`src/sv/utf8_line_word_counter_macros.svh`:
```
`ifndef UTF8_LINE_WORD_COUNTER_MACROS_SVH
`define UTF8_LINE_WORD_COUNTER_MACROS_SVH

// Same-cycle implication, sampled on clk, off while rst is high.
`define ULWC_ASSERT_IMP(label, ante, cons, msg) \
  label: assert property (@(posedge clk) disable iff (rst) (ante) |-> (cons)) \
    else $error(msg);

// Next-cycle implication, sampled on clk, off while rst is high.
`define ULWC_ASSERT_NXT(label, ante, cons, msg) \
  label: assert property (@(posedge clk) disable iff (rst) (ante) |=> (cons)) \
    else $error(msg);

`endif

```
`src/sv/ulwc_pkg.sv`:
```
`default_nettype none

package ulwc_pkg;

  localparam int COUNT_WIDTH_DEF = 32;
  localparam int QUEUE_DEPTH_DEF = 2;
  localparam int OUT_WIDTH = 32;

  // Input operations
  localparam logic [1:0] OP_DATA   = 2'd0;
  localparam logic [1:0] OP_START  = 2'd1;
  localparam logic [1:0] OP_FINISH = 2'd2;

  // Configuration register indexes
  localparam logic CFG_COUNT_WORDS = 1'b0;
  localparam logic CFG_COUNT_LINES = 1'b1;

  // Item classes handed from front to back
  localparam logic [2:0] K_IGN    = 3'd0;
  localparam logic [2:0] K_PRINT  = 3'd1;
  localparam logic [2:0] K_SEP    = 3'd2;
  localparam logic [2:0] K_NL     = 3'd3;
  localparam logic [2:0] K_BRK    = 3'd4;
  localparam logic [2:0] K_HIGH   = 3'd5;
  localparam logic [2:0] K_START  = 3'd6;
  localparam logic [2:0] K_FINISH = 3'd7;

  // Byte constants
  localparam logic [7:0] MASK_LEAD6 = 8'd252;
  localparam logic [7:0] MASK_LEAD5 = 8'd248;
  localparam logic [7:0] MASK_LEAD4 = 8'd240;
  localparam logic [7:0] MASK_LEAD3 = 8'd224;
  localparam logic [7:0] MASK_LEAD2 = 8'd192;
  localparam logic [7:0] ASCII_MAX  = 8'd127;
  localparam logic [7:0] CH_TAB     = 8'h09;
  localparam logic [7:0] CH_NL      = 8'h0A;
  localparam logic [7:0] CH_VT      = 8'h0B;
  localparam logic [7:0] CH_FF      = 8'h0C;
  localparam logic [7:0] CH_CR      = 8'h0D;
  localparam logic [7:0] CH_SPACE   = 8'h20;
  localparam logic [7:0] CH_TILDE   = 8'h7E;

  typedef struct packed {
    logic [2:0] kind;
    logic [2:0] lead;   // bytes to skip after a lead byte, zero for a continuation
    logic       cw;
    logic       cl;
  } item_t;

endpackage

`default_nettype wire

```
`src/sv/ulwc_front.sv`:
```
`default_nettype none

module ulwc_front (
  input  wire logic           clk,
  input  wire logic           rst,
  input  wire logic           in_valid,
  output logic                in_ready,
  input  wire logic [1:0]     op,
  input  wire logic [7:0]     data_byte,
  input  wire logic           cfg_valid,
  output logic                cfg_ready,
  input  wire logic           cfg_index,
  input  wire logic           cfg_data,
  input  wire logic           q_full,
  output logic                q_push,
  output ulwc_pkg::item_t     q_item
);
  import ulwc_pkg::*;

  logic count_words;
  logic count_lines;
  logic [2:0] lead;

  assign cfg_ready = 1'b1;
  assign in_ready  = !q_full;
  assign q_push    = in_valid && in_ready;

  always_ff @(posedge clk) begin
    if (rst) begin
      count_words <= 1'b1;
      count_lines <= 1'b1;
    end else if (cfg_valid) begin
      case (cfg_index)
        CFG_COUNT_WORDS: count_words <= cfg_data;
        CFG_COUNT_LINES: count_lines <= cfg_data;
        default: ;
      endcase
    end
  end

  always_comb begin
    if ((data_byte & MASK_LEAD6) == MASK_LEAD6) lead = 3'd5;
    else if ((data_byte & MASK_LEAD5) == MASK_LEAD5) lead = 3'd4;
    else if ((data_byte & MASK_LEAD4) == MASK_LEAD4) lead = 3'd3;
    else if ((data_byte & MASK_LEAD3) == MASK_LEAD3) lead = 3'd2;
    else if ((data_byte & MASK_LEAD2) == MASK_LEAD2) lead = 3'd1;
    else lead = 3'd0;
  end

  always_comb begin
    q_item.lead = lead;
    q_item.cw   = count_words;
    q_item.cl   = count_lines;
    case (op)
      OP_DATA: begin
        if (!count_words && !count_lines) begin
          q_item.kind = K_IGN;
        end else if (data_byte > ASCII_MAX) begin
          q_item.kind = K_HIGH;
        end else if (count_lines && data_byte == CH_NL) begin
          q_item.kind = K_NL;
        end else if (count_lines && (data_byte == CH_CR || data_byte == CH_FF ||
                                     data_byte == CH_VT)) begin
          q_item.kind = K_BRK;
        end else if (count_words && (data_byte == CH_TAB || data_byte == CH_SPACE)) begin
          q_item.kind = K_SEP;
        end else if (data_byte >= CH_SPACE && data_byte <= CH_TILDE) begin
          q_item.kind = K_PRINT;
        end else begin
          q_item.kind = K_IGN;
        end
      end
      OP_START:  q_item.kind = K_START;
      OP_FINISH: q_item.kind = K_FINISH;
      default:   q_item.kind = K_IGN;
    endcase
  end

endmodule

`default_nettype wire

```
`src/sv/ulwc_fifo.sv`:
```
`default_nettype none

module ulwc_fifo #(
  parameter int DEPTH = ulwc_pkg::QUEUE_DEPTH_DEF
) (
  input  wire logic           clk,
  input  wire logic           rst,
  input  wire logic           push,
  input  wire ulwc_pkg::item_t push_item,
  output logic                full,
  input  wire logic           pop,
  output logic                pop_valid,
  output ulwc_pkg::item_t     pop_item
);
  import ulwc_pkg::*;

  localparam int PW = (DEPTH > 1) ? $clog2(DEPTH) : 1;
  localparam int CW = $clog2(DEPTH + 1);

  item_t         mem [DEPTH];
  logic [PW-1:0] wr_ptr;
  logic [PW-1:0] rd_ptr;
  logic [CW-1:0] cnt;

  assign full      = (cnt == CW'(DEPTH));
  assign pop_valid = (cnt != '0);
  assign pop_item  = mem[rd_ptr];

  always_ff @(posedge clk) begin
    if (push) begin
      mem[wr_ptr] <= push_item;
    end
  end

  always_ff @(posedge clk) begin
    if (rst) begin
      wr_ptr <= '0;
      rd_ptr <= '0;
      cnt    <= '0;
    end else begin
      if (push) begin
        wr_ptr <= (wr_ptr == PW'(DEPTH - 1)) ? '0 : wr_ptr + 1'b1;
      end
      if (pop) begin
        rd_ptr <= (rd_ptr == PW'(DEPTH - 1)) ? '0 : rd_ptr + 1'b1;
      end
      if (push && !pop) begin
        cnt <= cnt + 1'b1;
      end else if (pop && !push) begin
        cnt <= cnt - 1'b1;
      end
    end
  end

endmodule

`default_nettype wire

```
`src/sv/ulwc_back.sv`:
```
`default_nettype none

`include "utf8_line_word_counter_macros.svh"

module ulwc_back #(
  parameter int COUNT_WIDTH = ulwc_pkg::COUNT_WIDTH_DEF
) (
  input  wire logic           clk,
  input  wire logic           rst,
  input  wire logic           q_valid,
  input  wire ulwc_pkg::item_t q_item,
  output logic                q_pop,
  output logic                out_valid,
  input  wire logic           out_ready,
  output logic [31:0]         line_count,
  output logic [31:0]         word_count,
  output logic [31:0]         longest_line,
  output logic                final_res
);
  import ulwc_pkg::*;

  localparam logic [COUNT_WIDTH-1:0] CNT_MAX = '1;

  logic                   started, started_next;
  logic [2:0]             skip_left, skip_left_next;
  logic                   after_break, after_break_next;
  logic                   in_word, in_word_next;
  logic [COUNT_WIDTH-1:0] line_len, line_len_next;
  logic [COUNT_WIDTH-1:0] lines_seen, lines_seen_next;
  logic [COUNT_WIDTH-1:0] words_seen, words_seen_next;
  logic [COUNT_WIDTH-1:0] longest_seen, longest_seen_next;
  logic                   do_end;
  logic                   do_raise;
  logic                   fin;

  function automatic logic [COUNT_WIDTH-1:0] sat_inc(input logic [COUNT_WIDTH-1:0] v);
    sat_inc = (v == CNT_MAX) ? v : v + 1'b1;
  endfunction

  function automatic logic [31:0] to_out(input logic [COUNT_WIDTH-1:0] v);
    logic [COUNT_WIDTH+31:0] ext;
    ext    = {{32{1'b0}}, v};
    to_out = ext[31:0];
  endfunction

  assign q_pop = q_valid && (!out_valid || out_ready);

  always_comb begin
    started_next      = started;
    skip_left_next    = skip_left;
    after_break_next  = after_break;
    in_word_next      = in_word;
    line_len_next     = line_len;
    lines_seen_next   = lines_seen;
    words_seen_next   = words_seen;
    longest_seen_next = longest_seen;
    do_end            = 1'b0;
    do_raise          = 1'b0;
    fin               = 1'b0;
    case (q_item.kind)
      K_PRINT: begin
        if (started) begin
          line_len_next = sat_inc(line_len);
          in_word_next  = 1'b1;
        end
      end
      K_SEP: begin
        if (started) begin
          line_len_next = sat_inc(line_len);
          do_end        = 1'b1;
        end
      end
      K_NL: begin
        if (started) begin
          lines_seen_next  = sat_inc(lines_seen);
          do_raise         = !after_break;
          line_len_next    = '0;
          after_break_next = 1'b0;
          do_end           = 1'b1;
        end
      end
      K_BRK: begin
        if (started) begin
          do_end           = 1'b1;
          after_break_next = 1'b1;
          do_raise         = 1'b1;
        end
      end
      K_HIGH: begin
        if (started) begin
          if (skip_left != 3'd0) begin
            skip_left_next = skip_left - 1'b1;
          end else if (q_item.lead != 3'd0) begin
            // lead byte: one column, part of a word
            skip_left_next = q_item.lead;
            line_len_next  = sat_inc(line_len);
            in_word_next   = 1'b1;
          end
        end
      end
      K_START: begin
        if (!started) begin
          started_next = 1'b1;
          if (q_item.cl) begin
            lines_seen_next = sat_inc(lines_seen);
          end
        end
        skip_left_next   = 3'd0;
        after_break_next = 1'b0;
      end
      K_FINISH: begin
        fin      = 1'b1;
        do_end   = started;
        do_raise = started && q_item.cl;
      end
      default: ;
    endcase
    if (do_end && q_item.cw && in_word) begin
      in_word_next    = 1'b0;
      words_seen_next = sat_inc(words_seen);
    end
    if (do_raise && line_len > longest_seen) begin
      longest_seen_next = line_len;
    end
  end

  always_ff @(posedge clk) begin
    if (rst) begin
      started      <= 1'b0;
      skip_left    <= 3'd0;
      after_break  <= 1'b0;
      in_word      <= 1'b0;
      line_len     <= '0;
      lines_seen   <= '0;
      words_seen   <= '0;
      longest_seen <= '0;
    end else if (q_pop) begin
      if (fin) begin
        // report first, then drop all stream state
        started      <= 1'b0;
        skip_left    <= 3'd0;
        after_break  <= 1'b0;
        in_word      <= 1'b0;
        line_len     <= '0;
        lines_seen   <= '0;
        words_seen   <= '0;
        longest_seen <= '0;
      end else begin
        started      <= started_next;
        skip_left    <= skip_left_next;
        after_break  <= after_break_next;
        in_word      <= in_word_next;
        line_len     <= line_len_next;
        lines_seen   <= lines_seen_next;
        words_seen   <= words_seen_next;
        longest_seen <= longest_seen_next;
      end
    end
  end

  always_ff @(posedge clk) begin
    if (rst) begin
      out_valid <= 1'b0;
    end else if (q_pop) begin
      out_valid <= 1'b1;
    end else if (out_ready) begin
      out_valid <= 1'b0;
    end
  end

  always_ff @(posedge clk) begin
    if (q_pop) begin
      line_count   <= to_out(lines_seen_next);
      word_count   <= to_out(words_seen_next);
      longest_line <= to_out(longest_seen_next);
      final_res    <= fin;
    end
  end

  `ULWC_ASSERT_IMP(a_skip_range, 1'b1, skip_left <= 3'd5, "skip count out of range")
  `ULWC_ASSERT_IMP(a_idle_clear, !started,
                   skip_left == 3'd0 && !in_word && line_len == '0 && lines_seen == '0,
                   "state not clear outside a stream")
  `ULWC_ASSERT_NXT(a_finish_clears, q_pop && q_item.kind == K_FINISH,
                   !started && words_seen == '0 && longest_seen == '0 && final_res,
                   "finish did not clear state")
  `ULWC_ASSERT_NXT(a_break_raise, q_pop && q_item.kind == K_BRK && started,
                   longest_seen >= line_len && after_break,
                   "longest line not raised at a break")

endmodule

`default_nettype wire

```
`src/sv/utf8_line_word_counter.sv`:
```
// UTF-8 line/word/longest-line counter. Text bytes arrive between a chunk-start
// and a finish transaction; every input transaction yields exactly one result
// carrying the running line, word and longest-line counts (COUNT_WIDTH-bit
// saturating counters, low 32 bits shown), with final_res set on the answer to
// a finish, after which all counts clear. The block takes one transaction per
// clock while the queue has room: the front classifies each byte against the
// two configuration bits and writes it into a QUEUE_DEPTH-entry queue, and the
// back pops one entry per cycle, unless the output is stalled, into the
// counters and the output register. A result is registered when its entry is
// popped from the queue. While the output is stalled the queue fills and
// in_ready drops. The combinational counter update (saturating adds and a
// longest-line compare) sets the pop rate. Write the configuration only while
// no transaction is in flight.
`default_nettype none

module utf8_line_word_counter #(
  parameter int COUNT_WIDTH = ulwc_pkg::COUNT_WIDTH_DEF,
  parameter int QUEUE_DEPTH = ulwc_pkg::QUEUE_DEPTH_DEF
) (
  input  wire logic        clk,
  input  wire logic        rst,
  input  wire logic        in_valid,
  output logic             in_ready,
  input  wire logic [1:0]  op,
  input  wire logic [7:0]  data_byte,
  output logic             out_valid,
  input  wire logic        out_ready,
  output logic [31:0]      line_count,
  output logic [31:0]      word_count,
  output logic [31:0]      longest_line,
  output logic             final_res,
  input  wire logic        cfg_valid,
  output logic             cfg_ready,
  input  wire logic        cfg_index,
  input  wire logic        cfg_data
);
  import ulwc_pkg::*;

  item_t push_item;
  item_t pop_item;
  logic  q_push;
  logic  q_full;
  logic  q_pop;
  logic  q_valid;

  ulwc_front u_front (
    .clk       (clk),
    .rst       (rst),
    .in_valid  (in_valid),
    .in_ready  (in_ready),
    .op        (op),
    .data_byte (data_byte),
    .cfg_valid (cfg_valid),
    .cfg_ready (cfg_ready),
    .cfg_index (cfg_index),
    .cfg_data  (cfg_data),
    .q_full    (q_full),
    .q_push    (q_push),
    .q_item    (push_item)
  );

  ulwc_fifo #(
    .DEPTH (QUEUE_DEPTH)
  ) u_fifo (
    .clk       (clk),
    .rst       (rst),
    .push      (q_push),
    .push_item (push_item),
    .full      (q_full),
    .pop       (q_pop),
    .pop_valid (q_valid),
    .pop_item  (pop_item)
  );

  ulwc_back #(
    .COUNT_WIDTH (COUNT_WIDTH)
  ) u_back (
    .clk          (clk),
    .rst          (rst),
    .q_valid      (q_valid),
    .q_item       (pop_item),
    .q_pop        (q_pop),
    .out_valid    (out_valid),
    .out_ready    (out_ready),
    .line_count   (line_count),
    .word_count   (word_count),
    .longest_line (longest_line),
    .final_res    (final_res)
  );

endmodule

`default_nettype wire
```
`config.mk`:
```
export PLATFORM = sky130hd
export DESIGN_NAME = utf8_line_word_counter
export DESIGN_NICKNAME = d
export VERILOG_FILES = /design/src/sv/ulwc_pkg.sv /design/src/sv/ulwc_front.sv /design/src/sv/ulwc_fifo.sv /design/src/sv/ulwc_back.sv /design/src/sv/utf8_line_word_counter.sv
export VERILOG_INCLUDE_DIRS = /design/src /design/src/sv
export SDC_FILE = /design/constraint.sdc
export NUM_CORES = 1
export LEC_CHECK = 0
export BUFFER_PORTS_ARGS = -buffer_cell sky130_fd_sc_hd__buf_2
export CAP_MARGIN = 20
export CORE_ASPECT_RATIO = 1.5
export CORE_UTILIZATION = 50
export CTS_CLUSTER_SIZE = 20
export DETAILED_ROUTE_END_ITERATION = 8
export GPL_ROUTABILITY_DRIVEN = 1
export PLACE_DENSITY = 0.75
export SKIP_CTS_REPAIR_TIMING = 1
export SLEW_MARGIN = 25
export SYNTH_ARGS = -nofsm -noshare
export SYNTH_HDL_FRONTEND = slang
export SYNTH_SLANG_ARGS = --single-unit
```
`constraint.sdc`:
```
create_clock -name clk -period 8.9 [get_ports clk]
set_input_delay 0.445 -clock clk [delete_from_list [all_inputs] [get_ports clk]]
set_output_delay 0.445 -clock clk [all_outputs]
set_load 0.005 [all_outputs]
```
; Yosys cells after proc, flatten, opt, wreduce, memory -nomap -nowiden
; Memory sizes are Yosys's and may differ from the RTL's. A register that Yosys moved wholly into a read port is not among the register bits.
; Index checks and enable logic that the tools add are counted.
[op_classes]
bitwise = 1
order_cmp = 4
n_mux = 63
n_eq_ne = 35
add_sub_neg = 8
n_reduce_logical = 44
[op_table]
columns = op, count
row1 = $mux 32, 17
row2 = $add 32x1->32 const B, 3
row3 = $eq 32x32->1 const B, 3
row4 = $pmux 32 s3, 1
row5 = $pmux 32 s2, 1
row6 = $eq 8x4->1 const B, 5
row7 = $mux 3, 13
row8 = $gt 32x32->1, 1
row9 = $mux 1, 23
row10 = $ne 4x1->1 const B, 4
row11 = $eq 3x3->1 const B, 5
row12 = $ne 3x1->1 const B, 5
row13 = $logic_and 1x1->1, 13
row14 = $reduce_bool 4->1, 3
row15 = $pmux 3 s3, 1
row16 = $reduce_bool 3->1, 3
row17 = $eq 8x6->1 const B, 1
row18 = $ge 8x6->1 const B, 1
row19 = $gt 8x7->1 const B, 1
row20 = $le 8x7->1 const B, 1
row21 = $reduce_and 4->1, 2
row22 = $reduce_bool 2->1, 4
row23 = $logic_not 1->1, 7
row24 = $reduce_and 7->1, 1
row25 = 24 further kinds, 36
[word_totals]
n_memories = 1
ff_bits = 238
elab_cells = 174
ramBits = 16
[mem_list]
columns = memory, words, word_bits, rd, rd_ports_with_merged_regs, wr, line_no
row1 = u_fifo.mem, 2, 8, 1, 1, 1, ulwc_fifo.sv:20  ; item_t mem [DEPTH];

; Logic depth before layout (Yosys ltp)
; Gate-level depths: netlist of the first run.
[depth]
ltp_word = 9
ltp_mapped = 10

; Cells and area by module
; A second synthesis of the first run with hierarchy kept.
[unflattened]
cells_unflattened = 1242
area_unflattened_um2 = 12714.7
[modules_own_cells]
columns = mod, n_inst, cells_each, area_each_um2
row1 = ulwc_back, 1, 1146, 11574.9
row2 = ulwc_fifo, 1, 47, 785.8
row3 = ulwc_front, 1, 49, 354.1

; Least setup slack after synthesis of the first run
; No wires, ideal clock.
[synth_timing]
kind = input -> register
startpoint = input port out_ready
endpoint = register u_back.lines_seen[27]
cell_stages = 9
setup_slack_ns = 4.992
arrival_ns = 3.834
setup_time_ns = 0.074
required_ns = 8.826
cell_sequence = nand2b_1 -> o21ai_0 -> clkbuf_1 -> inv_1 -> nand3_1 -> clkbuf_1 -> clkbuf_1 -> o31a_1 -> a31oi_1
[synth_between]
elab_chain_len = 2
[synth_rtl]
columns = item, line_no
row1 = start: declaration, utf8_line_word_counter.sv:27  ; input wire logic out_ready,
row2 = $logic_or 1x1->1, ulwc_back.sv:46  ; assign q_pop = q_valid && (!out_valid || out_ready);
row3 = $logic_and 1x1->1, ulwc_back.sv:46
row4 = net q_pop, utf8_line_word_counter.sv:43  ; logic q_pop;
row5 = end signal: assignment, ulwc_back.sv:154  ; lines_seen <= lines_seen_next;
row6 = end: declaration, ulwc_back.sv:29  ; logic [COUNT_WIDTH-1:0] lines_seen, lines_seen_next;
; The timed path passes the listed nets, and every way through them passes these cells.
; A chain may end at the register's enable or synchronous reset.

; Worst setup path in the final report of the first run
[layout_timing]
startpoint = register u_back.longest_seen[31]
endpoint = register u_back.longest_line[2] (data pin)
[layout_between]
elab_chain_len = 3
[layout_rtl]
columns = item, line_no
row1 = start: declaration, ulwc_back.sv:31  ; logic [COUNT_WIDTH-1:0] longest_seen, longest_seen_next;
row2 = start signal: assignment, ulwc_back.sv:156  ; longest_seen <= longest_seen_next;
row3 = $gt 32x32->1, ulwc_back.sv:122  ; if (do_raise && line_len > longest_seen) begin
row4 = $logic_and 1x1->1, ulwc_back.sv:122
row5 = $mux 32, ulwc_back.sv:122
row6 = net u_back.longest_seen_next[2], ulwc_back.sv:31
row7 = end signal: assignment, ulwc_back.sv:175  ; longest_line <= to_out(longest_seen_next);
row8 = end: declaration, ulwc_back.sv:17  ; output logic [31:0] longest_line,
; The timed path passes the listed nets, and every way through them passes these cells.

==> run_results.csv, run 1 <==
group,metric,value,unit
timing,slew_violations,0,
pwr,peakVddDrop,0.000316,V
finish,drive_gt1_frac,0.160,
yosys,post_synth_num_cell_types,73,
drt,dr.max_layer_used,"met4",
min_path,min_path_cells,3,
finish,seq_area,0.00624,mm^2
yosys,netlist.area_leader.share,0.266,
placed_design,dp_slack,5.29,ns
pwr,clkPwrFrac,0.321,
timing,finalHoldViolCount,0,
timing,max_slew.worst_pin.slew,1.04,ns
timing,fin_crit,3.68,ns
drt,viasPerCell,6.14,
finish,layoutNonFillerInstCount,1713,
drt,met1_length,12300,um
drt,drt_iter0_markers,815,
placed_design,gp_congestion,0.925,
timing,fin_worst_skew,0.0249,ns
drt,drt-total-wl,30900,um
yosys,synth_edf_count,113,
global_routing,overflow,0,
yosys,synthesis.nets,1345,
timing,slew_headroom,0.308,
die,rows,71,
clock_network,clkTransAtPathRegs,0.07,ns
finish,multiInputGateArea,0.00601,mm^2
global_routing,grt_start_max_net_pins,71,
placed_design,dp.cells,1669,
yosys,netlist_instances,1288,
clock_network,htree_num_levels,1,
die,start_util,0.509,
clock_network,cts-root-buf,"clkbuf_16",
setup_path,path_class,"reg -> reg",
drt,firstDrtPassIters,5,
timing,rsz0062_at_grt,"false",
clock_network,cts_tree,"done",
clock_network,clk_latency,0.52,ns
timing,tns,0,ns
clock_network,cts_made_buffers,24,
setup_path,r2r_cells,9,
finish,area_growth,12.9,%
pwr,cellPowerDensity,235,mW/mm^2
pwr,leakage,5.18,nW
die,dieArea,0.0262,mm^2
yosys,synth_area,0.0128,mm^2
pwr,seqPwrFrac,0.463,
drt,wl_met2,15900,um
die,core_area,0.0251,mm^2
yosys,synth-seq-area-share,0.489,
yosys,ys_warn_count,0,
finish,nNetsFinal,1424,
finish,utilization,0.575,
drt,routedWlPerCell,18.0,um
yosys,synth-main-ff-cell,"dfxtp_1",
timing,period_share,0.414,
yosys,ys_async_sr_fraction,0,
yosys,ys_ff_latch,255,
timing,fmax,0.272,GHz
timing,finalSetupViolCount,0,
die,die_y,198,um
pwr,swShare,0.305,
global_routing,grt_pass1_vias,9976,
drt,antenna_left,0,
global_routing,grt_use_total,0.232,
clock_network,cts.sinks,255,
setup_path,crit_path_start_kind,"flip-flop",
setup_path,critical_path_peak_fanout,35,
setup_path,cp.required,9.15,ns
finish,num_antenna_cells,0,
yosys,post-synth-top-area-cell,"edfxtp_1",
timing,timing.hold.ws,0.176,ns
pwr,comb_power_share,0.216,
run,maxCapViolCount,0,
global_routing,grt_pass1_wl,49300,um
placed_design,hpwl,20800,um
setup_path,critPathCaptureType,"flip-flop",
drt,wl_met3,1530,um
pwr,p_int,2.36,mW
die,die_w,132,um
drt,drc,0,
global_routing,grt_antenna_before_repair,0,
pwr,switchingPower,1.04,mW
yosys,synth_area_per_cell,9.91,um^2
finish,num-fill-cells,2216,
setup_path,cp.arrival,3.94,ns
min_path,hp-class,"in -> reg",
outcome,run_status,"complete, no violations",
die,io_pins,117,
drt,vias,10523,
placed_design,portBuffers,115,
timing,setup_ws,5.22,ns
clock_network,clockBufferDepth,3,
yosys,yosys-top-cells-area,"edfxtp_1 27%, dfxtp_1 22%, ha_1 3.9%",
## synth_stat cells (26+ instances only)
cell        n
mux2_2     33
ha_1       40
or3_1      31
dfxtp_1   142
edfxtp_1  113
nor2_1     62
clkbuf_1   61
a32o_1     33
inv_1      66
xor2_1     26
o21ai_0    64
or4_1      30
a31oi_1    35
a21oi_1    79
nand3_1    59
xnor2_1    40
nand2_1   100
nand4_1    49
## routing by layer
layer | vias to the layer above | track usage
met5 | - | 0
met4 | 0 | 0.0988
met3 | 74 | 0.0290
met2 | 340 | 0.439
met1 | 5084 | 0.258
li1 | 5025 | -
## cells in the final DEF (no fill, tap or decap), types with 10 or more instances in the layout
cell	instances
and3_1	17
clkbuf_16	25
buf_4	12
a21oi_1	79
dfxtp_1	142
nor4_1	10
a32o_1	33
xnor2_1	40
mux2_2	33
or4_1	30
or3_1	31
xor2_1	26
nand2_1	100
nand4_1	49
o21ai_0	63
mux2i_1	13
a31oi_1	35
ha_1	40
buf_2	115
edfxtp_1	113
o211ai_1	16
nor3_1	20
nor2_1	61
nand3_1	58
and4_1	12
o31ai_1	21
inv_1	65
## area by class of cell
cell class / instances / share of cell area
clock buffer: 27 / 0.0446
clock inverter: 17 / 0.0139
inverter: 66 / 0.0174
multi-input combinational: 893 / 0.417
sequential: 255 / 0.433
tap: 328 / 0.0285
timing repair buffer: 127 / 0.0462
## final timing paths
check                                                             to                                 start  slack (ns)
worst max-delay path                u_back.longest_line[2]$_DFFE_PP_  u_back.longest_seen[31]$_SDFFE_PP0P_        5.22
worst min-delay path                u_front.count_words$_SDFFE_PP1P_                              cfg_data        0.18
worst max register to register      u_back.longest_line[2]$_DFFE_PP_  u_back.longest_seen[31]$_SDFFE_PP0P_        5.22
worst min register to register  u_back.longest_seen[13]$_SDFFE_PP0P_  u_back.longest_seen[13]$_SDFFE_PP0P_        0.47
## sequential cells by signal (all words and copies together) (netlist names), 2 cells and up, named ones only
signal               cells
u_back.lines_seen       32
u_back.words_seen       32
u_back.longest_seen     32
u_back.line_count       32
u_fifo.mem              16
u_back.skip_left         3
u_fifo.cnt               2
u_back.longest_line     32
u_back.line_len         32
u_back.word_count       32
## kinds of logic (layout without fill, tap and decap cells)
group	after synthesis	after routing	synth area share
DFF	255	255	0.489
muxes	47	47	0.0405
other	1	1	0.000294
adders and majority gates	40	40	0.0392
xor gates and xnor gates	66	66	0.0453
AOI/OAI and AO/OA	306	306	0.160
buffers and inverters	140	237	0.0433
and+or+nand+nor	433	433	0.182
## critical path, stage by stage, from the launching register on
cell and delay (ns):
dfxtp_1 0.36, inv_1 0.06, ha_1 0.31, nand4_1 0.14
nor4_1 0.55, nand2_1 0.17, a31oi_1 0.31, o21a_2 0.62
buf_4 0.51, mux2_2 0.39
## through the flow
stage,instance area (um^2),total power [mW]
CTS,14400,3.42
floorplan,12800,2.02
detailed placement,13600,2.33
global route,14400,3.54
global placement,13600,2.32
finish,14400,3.39
## power by group through the flow
stage	sequential, mW	clock [mW]	combinational, mW
global placement	1.59	0	0.724
detailed placement	1.59	0	0.737
finish	1.57	1.09	0.732
CTS	1.57	1.10	0.741
floorplan	1.61	0	0.411
global route	1.59	1.15	0.803
(Power assumes the default switching activity.)
==> run 2, diff against run 1 <==
==> constraint.sdc (replaced) <==
create_clock -name clk -period 3.6 [get_ports clk]
set_input_delay 0.18 -clock clk [delete_from_list [all_inputs] [get_ports clk]]
set_output_delay 0.18 -clock clk [all_outputs]
set_load 0.005 [all_outputs]
==> run 2 against run 1 <==
Fmax increased by 17%. Count of clock-buffer cells in the layout increased by 10. Clock skew decreased by 0.0090 ns. Worst setup slack got worse by 4.8 ns. Cell count increased by 1.1%. Routed wire length decreased by 0.78%. First-iteration DRC count decreased by 11%. Clock power increased by 120%. Core utilization increased by 0.20 points. Via count decreased by 0.80%. Global-route usage increased by 0.11 points. Final area increased by 0.36%. Critical path type unchanged. Critical endpoint is now u_back.words_seen[17]$_SDFFE_PP0P_.
==> run_results.csv, run 2 (same netlist as run 1, synthesis figures left out) <==
group,metric,value,unit
pwr,seqPwrFrac,0.477,
setup_path,crit_path_start_kind,"flip-flop",
clock_network,htree_num_levels,1,
setup_path,r2r_slack,0.45,ns
clock_network,clk_latency,0.52,ns
pwr,cellPowerDensity,565,mW/mm^2
drt,drt-total-wl,30600,um
setup_path,cp.arrival,3.60,ns
global_routing,grt_pass1_wl,49600,um
die,rows,71,
outcome,run_status,"complete, no violations",
finish,design_area,0.0145,mm^2
die,io_pins,117,
drt,firstDrtPassIters,7,
min_path,min_from,"cfg_index",
min_path,min_path_cells,4,
die,core_area,0.0251,mm^2
placed_design,portBuffers,115,
finish,layout_commonest_cell,"dfxtp_1",
run,maxCapViolCount,0,
pwr,p_int,5.63,mW
timing,tns,0,ns
timing,slew_headroom,0.460,
drt,vias,10439,
drt,drt_iter0_markers,729,
placed_design,placed_area,0.0137,mm^2
pwr,swShare,0.311,
pwr,leakage,5.23,nW
timing,fin_worst_skew,0.0159,ns
global_routing,overflow,0,
setup_path,critPathCaptureType,"flip-flop",
setup_path,path_class,"reg -> reg",
clock_network,cts_made_buffers,25,
finish,drive_gt1_frac,0.163,
clock_network,cts.sinks,255,
die,die_y,198,um
timing,timing.hold.ws,0.0214,ns
timing,slew_violations,0,
setup_path,r2r-end,"u_back.words_seen[17]$_SDFFE_PP0P_",
clock_network,cts-root-buf,"clkbuf_16",
min_path,holdPathEnd,"u_front.count_words$_SDFFE_PP1P_",
pwr,clkPwrFrac,0.295,
clock_network,clockBufferDepth,3,
timing,finalSetupViolCount,0,
placed_design,gp_congestion,0.945,
timing,rsz0062_at_grt,"false",
min_path,hp-class,"in -> reg",
pwr,comb_power_share,0.227,
clock_network,clkTransAtPathRegs,0.07,ns
finish,area_growth,13.3,%
setup_path,critical_path_peak_fanout,24,
drt,routedWlPerCell,17.7,um
die,dieArea,0.0262,mm^2
setup_path,cp.required,4.05,ns
clock_network,cts_tree,"done",
finish,nNetsFinal,1442,
setup_path,r2r_cells,6,
finish,mostFrequentLayoutCells,"142 x dfxtp_1, 115 x buf_2, 113 x edfxtp_1",
global_routing,grt_use_total,0.233,
global_routing,grt_antenna_before_repair,0,
timing,period_share,0.874,
pwr,switchingPower,2.54,mW
pwr,peakVddDrop,0.000601,V
global_routing,grt_pass1_vias,10095,
drt,drc,0,
die,die_w,132,um
timing,fmax,0.318,GHz
timing,fin_crit,3.15,ns
global_routing,grt_start_max_net_pins,69,
placed_design,hpwl,21100,um
timing,max_slew.worst_pin.slew,0.808,ns
drt,viasPerCell,6.03,
finish,num_antenna_cells,0,
timing,finalHoldViolCount,0,
drt,antenna_left,0,
die,start_util,0.509,
[run 2: final cells by class]
| class | instances | area (um^2) |
|---|---|---|
| Fill cell | 2157 | 10600 |
| Inverter | 66 | 251 |
| Clock buffer | 37 | 711 |
| Clock inverter | 8 | 35.0 |
| Timing Repair Buffer | 144 | 826 |
| Sequential cell | 255 | 6240 |
| Multi-Input combinational cell | 893 | 5990 |
| Tap cell | 328 | 410 |
[run 2: power groups by stage]
stage,logic [mW],clock network (mW),registers (mW)
3_3_place_gp,1.83,0,3.95
6_report,1.86,2.41,3.90
5_1_grt,2.04,2.56,3.94
2_1_floorplan,1.02,0,3.95
4_1_cts,1.87,2.46,3.90
3_5_place_dp,1.86,0,3.95
[run 2: worst max path at each step]
stage                                from                            endpoint  slack, ns  cells past startpoint
2_1_floorplan  u_fifo.cnt[0]$_SDFFE_PP0P_  u_back.lines_seen[21]$_SDFFE_PP0P_       0.01                      8
3_3_place_gp                    flip-flop  u_back.words_seen[17]$_SDFFE_PP0P_       0.56                      6
3_5_place_dp                    flip-flop  u_back.words_seen[17]$_SDFFE_PP0P_       0.49                      6
4_1_cts                         flip-flop  u_back.words_seen[17]$_SDFFE_PP0P_       0.48                      6
5_1_grt                         flip-flop  u_back.words_seen[17]$_SDFFE_PP0P_       0.27                      6
6_report                        flip-flop  u_back.words_seen[17]$_SDFFE_PP0P_       0.45                      6
[run 2: critical path, stage by stage, from the launching register on]
cell and delay (ns):
dfxtp_1 0.85, mux2_4 0.41, a21o_1 0.19, a21o_1 0.27, or4_4 0.65, or4_1 0.54
a31oi_1 0.17
[run 2: stage by stage]
stage / util / total power, mW / setup slack [ns] / instances
after global routing: 0.577 / 8.55 / 0.272 / 1731
after CTS: 0.576 / 8.23 / 0.482 / 1728
final: 0.577 / 8.17 / 0.453 / 1731
after detailed placement: 0.546 / 5.81 / 0.493 / 1683
after floorplan: - / 4.97 / 0.0113 / 1288
after global placement: 0.546 / 5.78 / 0.561 / 1683
[run 2: layer usage]
| metal | vias up | routed length [um] | global-route usage |
|---|---|---|---|
| li1 | 5066 | - | - |
| met1 | 4969 | 12000 | 0.261 |
| met2 | 324 | 15900 | 0.437 |
| met3 | 80 | 1550 | 0.0318 |
| met4 | 0 | 1140 | 0.100 |
| met5 | - | 0 | 0 |
